`config.mk`:
```
export PLATFORM = sky130hd
export DESIGN_NAME = cffa_div
export DESIGN_NICKNAME = d
export VERILOG_FILES = /design/src/rtl/cffa_div.sv
export SDC_FILE = /design/constraint.sdc
export NUM_CORES = 1
export LEC_CHECK = 0
export BUFFER_PORTS_ARGS = -buffer_cell sky130_fd_sc_hd__buf_4
export CORE_MARGIN = 2
export CORE_UTILIZATION = 55
export CTS_BUF_LIST = sky130_fd_sc_hd__clkbuf_16
export DETAILED_ROUTE_END_ITERATION = 10
export GPL_ROUTABILITY_DRIVEN = 0
export GPL_TIMING_DRIVEN = 0
export PLACE_DENSITY = 0.8
export SLEW_MARGIN = 20
export SYNTH_ARGS = -nofsm -noshare
export SYNTH_HDL_FRONTEND = slang
export SYNTH_SLANG_ARGS = --single-unit
```
`constraint.sdc`:
```
create_clock -name clock -period 3.3 [get_ports clock]
set_input_delay 0.165 -clock clock [delete_from_list [all_inputs] [get_ports clock]]
set_output_delay 0.165 -clock clock [all_outputs]
set_load 0.01 [all_outputs]
```
`src/rtl/cffa_div.sv`:
```
// Restoring divider that retires one quotient bit per cycle.
// Computes the block count of a file request; depends on no package.
`default_nettype none

module cffa_div #(
   parameter int NUM_W = 25,
   parameter int DEN_W = 17
) (
   input  wire logic             clock,
   input  wire logic             reset,
   input  wire logic             start,
   input  wire logic [NUM_W-1:0] numer,
   input  wire logic [DEN_W-1:0] denom,
   output logic                  done,
   output logic      [NUM_W-1:0] quot
);

   localparam int CNT_W = $clog2(NUM_W + 1);

   logic             busy_ff, busy_in;
   logic             done_ff, done_in;
   logic [CNT_W-1:0] cnt_ff, cnt_in;
   logic [DEN_W-1:0] rem_ff, rem_in;
   logic [DEN_W-1:0] den_ff, den_in;
   logic [NUM_W-1:0] quo_ff, quo_in;
   logic [DEN_W:0]   trial;
   logic             fits;

   always_comb begin
      busy_in = busy_ff;
      done_in = 1'b0;
      cnt_in  = cnt_ff;
      rem_in  = rem_ff;
      den_in  = den_ff;
      quo_in  = quo_ff;
      trial   = {rem_ff, quo_ff[NUM_W-1]};
      fits    = (trial >= {1'b0, den_ff});
      if (start) begin
         busy_in = 1'b1;
         cnt_in  = CNT_W'(NUM_W);
         rem_in  = '0;
         den_in  = denom;
         quo_in  = numer;
      end else if (busy_ff) begin
         rem_in = fits ? DEN_W'(trial - {1'b0, den_ff}) : trial[DEN_W-1:0];
         quo_in = {quo_ff[NUM_W-2:0], fits};
         cnt_in = cnt_ff - 1'b1;
         if (cnt_ff == CNT_W'(1)) begin
            busy_in = 1'b0;
            done_in = 1'b1;
         end
      end
   end

   always_ff @(posedge clock) begin
      if (reset) begin
         busy_ff <= 1'b0;
         done_ff <= 1'b0;
      end else begin
         busy_ff <= busy_in;
         done_ff <= done_in;
      end
      cnt_ff <= cnt_in;
      rem_ff <= rem_in;
      den_ff <= den_in;
      quo_ff <= quo_in;
   end

   assign done = done_ff;
   assign quot = quo_ff;

endmodule

`default_nettype wire

```
### Word level (Yosys, flattened, before mapping)

Index checks and enable logic that the tools add are counted.

| word-level totals | value |
|---|---|
| output and inout port bits | 26 |
| word-level logic and storage cells | 20 |
| flip-flop bits (word level) | 66 |
| input port bits | 45 |

| operators by class | value |
|---|---|
| equality and inequality tests | 1 |
| reduce and logical (&&, ||, !) cells | 2 |
| bitwise logic cells | 1 |
| $lt $le $gt $ge | 1 |
| muxes and demuxes | 7 |
| add/sub/neg operators | 2 |

Operator list:

| operator | number |
|---|---|
| 25-bit 2-to-1 mux | 2 |
| 18-bit by 17-bit greater-or-equal comparator with 1-bit output | 1 |
| 17-bit 2-to-1 mux | 1 |
| 17-bit subtractor | 1 |
| 5-bit by 1-bit equality test with 1-bit output, second input constant | 1 |
| 5-bit by 1-bit subtractor with 5-bit output, second input constant | 1 |
| 1-bit 2-to-1 mux | 4 |
| 3-bit OR reduction | 1 |
| 2-bit nonzero test | 1 |
| 1-bit inverter | 1 |

### Longest topological paths before layout

Gate-level depths: netlist (run 1).

| depth | value |
|---|---|
| word-level depth | 4 |
| gate-level depth with buffers | 12 |
| depth with buffers taken out | 11 |

### Worst setup path after synthesis (run 1)

Ideal clock, no wire load.

| timing | value |
|---|---|
| path kind | reg-to-reg |
| start | reg quo_ff[24], in the netlist quot[24] |
| end | reg rem_ff[0] |
| data required time | 3221 ps |
| period minus slack after synthesis | 2638 ps |
| library setup time | 79 ps |
| slack | 662 ps |
| arrival | 2559 ps |
| stages on the path, launching flop included | 12 |
| path buffers | 0 |
| path through | edfxtp_1 inv_1 ha_1 inv_1 fa_1 a21o_4 nor2b_4 o2111ai_4 a2111oi_4 nor2_8 mux2_4 a211oi_2 |

| between the ends | value |
|---|---|
| cells in the longest elaborated chain, start to end | 2 |
| elaborated cells between the ends (all ways) | 3 |
| those cells by class | 1 x add/sub; 1 x order compare; 1 x mux |

Ends and longest elaborated chain:

| element | RTL line | RTL |
|---|---|---|
| from (decl) | 25 | `logic [NUM_W-1:0] quo_ff, quo_in;` |
| from (signal assigned) | 66 | `quo_ff <= quo_in;` |
| 17-bit subtractor or 18-bit by 17-bit greater-or-equal comparator with 1-bit output (tied branches) | 45, 37 |  |
| 17-bit 2-to-1 mux (*) | 45 | `rem_in = fits ? DEN_W'(trial - {1'b0, den_ff}) : trial[DEN_W-1:0];` |
| to (signal assigned) | 64 | `rem_ff <= rem_in;` |
| to (decl) | 23 | `logic [DEN_W-1:0] rem_ff, rem_in;` |

Every way passes the cells marked *; elsewhere a longest branch is shown, timed or not.
A chain may end at the register's enable or synchronous reset.

### Worst setup path in the final report (run 1)

| timing | value |
|---|---|
| start | reg quo_ff[24], in the netlist quot[24] |
| end | reg rem_ff[11] |

The elaborated chain is that of the path after synthesis.

==> metrics, run 1 <==
crit path time final=2.97 ns; DR DRC count=0; CTS resizes=0; CP Launch Type=flop; simple-gate portion of the synthesized area=10.6%; largest family of logic cells by synthesized area=compound AO/OA/AOI/OAI gates; grt ovf=0; WS Path Type=reg2reg; slew margin rel.=33.0%; io pins=71; Post-synth EDFFs=42; iteration-0 DRC count of the detailed router=168; sequential cell area=0.00174 mm²; CP Data Required Time=3.48 ns; leakage=0.00198 µW; worst-case clock buffer depth=2; adder-cell area share of the yosys netlist=7.21%; Worst setup EP type=flop; FF-to-FF Start=quot[24]; Compound-Gate Fraction of Synth Area=12.8%; Reg power frac=39.4%; area of the multi-input gates=0.00168 mm²; via/cell ratio=5.54; synthesized instance count=319; highest net fanout along the worst path=10; Worst-Margin Slew=1.00 ns; via count=2691; drt pass-1 iters=4; FP Rows=29; hpwl dp=5590 µm; H-tree Lvls=3; sequential share of the synthesized area=48.7%; Max-cap violations=0; worst skew pair latency=0.33 ns; Comb pwr share=20.7%; Fin. Hold Viols=0; antenna fix cells=0; setup TNS=0 ns; layout cell share with drive strength beyond 1=30.3%; Post-Syn Nets=384; library cells used by synthesis=47; Switch Pwr=670 µW; total clock sinks=66; Internal Power=1880 µW; Setup-failing EPs final=0; warnings from Yosys=0; CTS tree=yes; FILL cells=456; critical path arrival=3.14 ns; pin count of the biggest net entering global routing=27; Slew Viols, Final=0; Synth Flop Type=edfxtp_1; Worst Hold Launch=denom[5]; Clock Pin Slew Worst Setup and Hold Paths=0.06 ns; proportion of synthesized area in mux cells=11.9%; skew final=0.00536 ns; first-pass GRT wire length=12900 µm; IO Port Bufs=70; Layout Utilization=72.2%; Num CTS Buffers=9; core area=0.00631 mm²; Final ANT Viol Nets=0; Tot GR Track Use=23.2%; Mean Syn Cell Area=11.2 µm²; Die W=84.6 µm; reg2reg end=rem_ff[11]; Max VDD drop=0.502 mV; commonest non-fill, non-tap cell in the layout=buf_4; Die Area=0.00716 mm²; reg2reg setup slack=0.33 ns; vias in the first global route=2699; Final Cycle Share=90.0%; CTS root buffer=clkbuf_16; starting density of the core=56.7%; hold path depth=1; fmax=337 MHz; R2R depth=12; unrepaired setup endpoints after global routing=false; post-synthesis xor/xnor area fraction=4.41%; routed wire length per instance=16.4 µm; Mapped Area=0.00358 mm²; asr flop ratio synth=0%; Routed WL=7990 µm; die height=84.6 µm; end point of the worst hold path=den_ff[5]; Synth Register Bits=66; status=completed; clock share of power=39.8%; Layout Nets=469; P per Cell Area=559 mW/mm²; initial antenna violation count=0; worst hold path type=in2reg; P&R area growth vs syn=27.4%; Switching Share=26.3%; commonest cells after routing, fill and taps aside=buf_4 (70), edfxtp_1 (42), inv_1 (26)
Yosys cell counts, drive strengths merged (4+ instances only):
cell type,instances,area (µm²)
inv,26,97.6
a211oi,11,87.6
clkbuf,10,37.5
ha,19,238
dfxtp,24,480
xor2,7,61.3
a21o,4,37.5
nand2b,5,31.3
nand3,5,25.0
mux2,25,285
xnor2,11,96.3
mux2i,14,140
edfxtp,42,1260
o21ai,15,75.1
nand2,19,71.3
nor2,22,101
a21oi,18,90.1
nor3,7,35.0
layer usage:
layer	wire [µm]	vias to the layer above	track usage, %	part of all wire, %
met2	4010	84	39.0	50
li1	-	1323	-	-
met1	3390	1271	29.0	42
met4	121	0	8.23	1.5
met5	0	-	0	0
met3	465	13	6.10	5.8
power groups by stage:
stage	clock [µW]	combinational, µW	sequential, µW
final	1010	528	1000
after global placement	0	502	1020
after CTS	1030	523	1000
after detailed placement	0	515	1020
after floorplan	0	335	1030
after global routing	1060	577	1010
critical path: stages (launching register included):
cell and delay (ns):
edfxtp_1 0.38, inv_1 0.11, ha_1 0.19, inv_1 0.06
fa_1 0.41, a21o_4 0.25, nor2b_4 0.13, o2111ai_4 0.26
a2111oi_4 0.16, nor2_8 0.27, buf_6 0.22, mux2i_1 0.27
o22ai_1 0.10
state kept, by name, summed over array words and instances, names as in the netlist:
name	count
busy_ff	1
den_ff	17
done	1
cnt_ff	5
rem_ff	17
quot	25
cell families (layout without fill, tap and decap cells):
logic type,after synthesis,in the layout
AO/OA/AOI/OAI,64,64
XOR/XNOR,18,18
adder cells (fa/ha/maj),20,20
buffers and inverters,39,129
flip-flops,66,66
multiplexers,39,39
AND/OR/NAND/NOR,73,73
worst max-delay path by stage:
stage,startpoint,end,slack (ns)
floorplan,quot[24],rem_ff[0],0.66
global placement,quot[24],rem_ff[11],0.47
detailed placement,quot[24],rem_ff[11],0.41
CTS,quot[24],rem_ff[11],0.37
global route,quot[24],rem_ff[11],0.23
finish,quot[24],rem_ff[11],0.33
final cells by class:
class                   count  share of cell area [%]
flip-flops and latches     66                    38.2
multi-input cells         214                    36.8
repair buffers             74                    12.4
clock buffers               9                    4.94
inverters                  26                    2.14
well taps                  77                    2.11
clock inverters             7                    2.06
plain buffers              13                    1.29
stage by stage:
| stage | cells | power (µW) | worst slack, ns | hold slack (ns) | cell area, µm² |
|---|---|---|---|---|---|
| after detailed placement | 466 | 1540 | 0.407 | 0.344 | 4200 |
| final | 486 | 2550 | 0.330 | 0.00789 | 4560 |
| after global routing | 486 | 2650 | 0.232 | 0.000142 | 4560 |
| after floorplan | 319 | 1360 | 0.662 | 0.237 | 3580 |
| after CTS | 483 | 2550 | 0.369 | 0.00117 | 4530 |
| after global placement | 466 | 1520 | 0.465 | 0.340 | 4200 |
timing repair:
item                      4_1_cts  5_1_grt
buffers inserted                0        0
hold endpoints to repair        1        3
hold buffers                    1        3
No activity file was read; power rests on OpenSTA's default activity.
==> inputs of run 2 (changes only) <==
CTS_BUF_LIST = default   (was sky130_fd_sc_hd__clkbuf_16)
==> run 2 against run 1 <==
Sequential share of layout area fell by 0.32 points. Via count increased by 3.1%. Combinational power grew 2%. Die area stayed put. Critical path depth is the same. Utilization grew 0.61 points. Count of clock-buffer cells in the layout is the same. Largest cell class unchanged. Sequential power barely moved. Final cell count up 2.9%.
==> metrics, run 2 (synthesized netlist as in run 1, its figures left out) <==
Final Cycle Share=90.2% (was 90.0%); drt pass-1 iters=4 (unchanged); Worst setup EP type=flop (unchanged); Layout Nets=483 (was 469); hold-fix buffer count after cts=18 (was 1); commonest non-fill, non-tap cell in the layout=buf_4 (unchanged); Max VDD drop=0.353 mV (was 0.502 mV); via count=2774 (was 2691); buffer count from post-CTS setup fixing=0 (unchanged); busiest grt layer=met2 (unchanged); CTS tree=yes (unchanged); Fin. Hold Viols=0 (unchanged); setup ws final=0.324 ns (was 0.330 ns); setup TNS=0 ns (unchanged); via/cell ratio=5.55 (was 5.54); Hold Slack=0.118 ns (was 0.00789 ns); critical path arrival=3.17 ns (was 3.14 ns); layout cell share with drive strength beyond 1=29.3% (was 30.3%); status=completed (unchanged); commonest cells after routing, fill and taps aside=buf_4 (70), edfxtp_1 (42), inv_1 (26) (unchanged); met3 Use GR=5.21% (was 6.10%); crit path time final=2.98 ns (was 2.97 ns); leakage=0.00199 µW (was 0.00198 µW); H-tree Lvls=3 (unchanged); Routed WL=8070 µm (was 7990 µm); crit-path cells=inv_1 > ha_1 > inv_1 > fa_1 > a21o_4 > nor2b_4 > o2111ai_4 > a2111oi_4 > nor2_8 > buf_6 > mux2i_1 > o22ai_1 (unchanged); Clock Pin Slew Worst Setup and Hold Paths=0.07 ns (was 0.06 ns); GRT met2 Usage=40.6% (was 39.0%); Die W=84.6 µm (unchanged); Die Area=0.00716 mm² (unchanged); CP Launch Type=flop (unchanged); starting density of the core=56.7% (unchanged); Max-cap violations=0 (unchanged); Final ANT Viol Nets=0 (unchanged); FP Rows=29 (unchanged); P&R area growth vs syn=28.5% (was 27.4%); hpwl dp=5590 µm (unchanged); DR DRC count=0 (unchanged); first-pass GRT wire length=13100 µm (was 12900 µm); highest net fanout along the worst path=10 (unchanged); slew margin rel.=35.1% (was 33.0%); routed wire length per instance=16.1 µm (was 16.4 µm); P per Cell Area=498 mW/mm² (was 559 mW/mm²); initial antenna violation count=0 (unchanged); worst-case clock buffer depth=2 (unchanged); unrepaired setup endpoints after global routing=false (unchanged); GR Util met1=28.3% (was 29.0%); most used cell, CP=inv_1 (unchanged); io pins=71 (unchanged); fmax=336 MHz (was 337 MHz); iteration-0 DRC count of the detailed router=160 (was 168); CP Data Required Time=3.49 ns (was 3.48 ns); Tot GR Track Use=23.4% (was 23.2%); Worst-Margin Slew=0.972 ns (was 1.00 ns); antenna fix cells=0 (unchanged); die height=84.6 µm (unchanged); Slew Viols, Final=0 (unchanged); skew final=0.00713 ns (was 0.00536 ns); core area=0.00631 mm² (unchanged); Num CTS Buffers=9 (unchanged); Setup-failing EPs final=0 (unchanged); DP Worst Slack=0.407 ns (unchanged); total clock sinks=66 (unchanged); CTS resizes=0 (unchanged); vias in the first global route=2775 (was 2699); worst skew pair latency=0.35 ns (was 0.33 ns); WS Path Type=reg2reg (unchanged); CTS root buffer=clkbuf_8 (was clkbuf_16); IO Port Bufs=70 (unchanged); worst hold path type=in2reg (unchanged); Crit-path slowest cell=fa_1 (unchanged); grt ovf=0 (unchanged); pin count of the biggest net entering global routing=27 (unchanged); max FFs per register=25 (unchanged); CP max stage delay=0.41 ns (about the same)
-- run 2: cell count changes in the layout (fill, tap and decap cells not counted), sizes merged --
| cell | previous run | this run |
|---|---|---|
| dlygate4sd3 | 4 | 18 |
-- run 2: routing by layer --
layer  up-vias  wire (µm)
li1       1354          -
met1      1320       3450
met2        87       4090
met3        13        383
met4         0        155
met5         -          0
-- run 2: path summary, 6_finish.rpt --
kind,start,endpoint,slack (ns),cells after the start
worst min-delay path,numer[6],quot[6],0.12,2
worst max register to register,quot[24],rem_ff[11],0.32,12
worst min register to register,rem_ff[2],rem_ff[2],0.49,2
worst max-delay path,quot[24],rem_ff[11],0.32,12
-- run 2: power breakdown --
group	switching, µW	internal [µW]	total [µW]
clock	319	424	743
combinational	276	265	541
sequential	42.5	961	1000
-- run 2: cell type report --
cell class	count	area [µm²]
clock buffer	9	124
tap	77	96.3
multi-input combinational	214	1680
fill	455	1720
buffer	13	58.8
clock inverter	7	93.8
inverter	26	97.6
sequential	66	1740
timing repair buffer	88	706
-- run 2: per-stage QoR --
| stage | instances | area [µm²] | total power [µW] | util [%] |
|---|---|---|---|---|
| 2_1_floorplan | 319 | 3580 | 1360 | - |
| 6_report | 500 | 4600 | 2290 | 72.8 |
| 3_5_place_dp | 466 | 4200 | 1540 | 66.5 |
| 3_3_place_gp | 466 | 4200 | 1520 | 66.5 |
| 5_1_grt | 500 | 4600 | 2390 | 72.8 |
| 4_1_cts | 500 | 4600 | 2290 | 72.8 |
-- run 2: critical path, delay by kind of cell (launching register included) --
kind                       cells  cell delay, ns
AOI/OAI and AO/OA              4            0.77
adders and majority gates      2            0.59
DFF                            1            0.40
and+or+nand+nor                2            0.40
buffers and inverters          3            0.39
muxes                          1            0.27
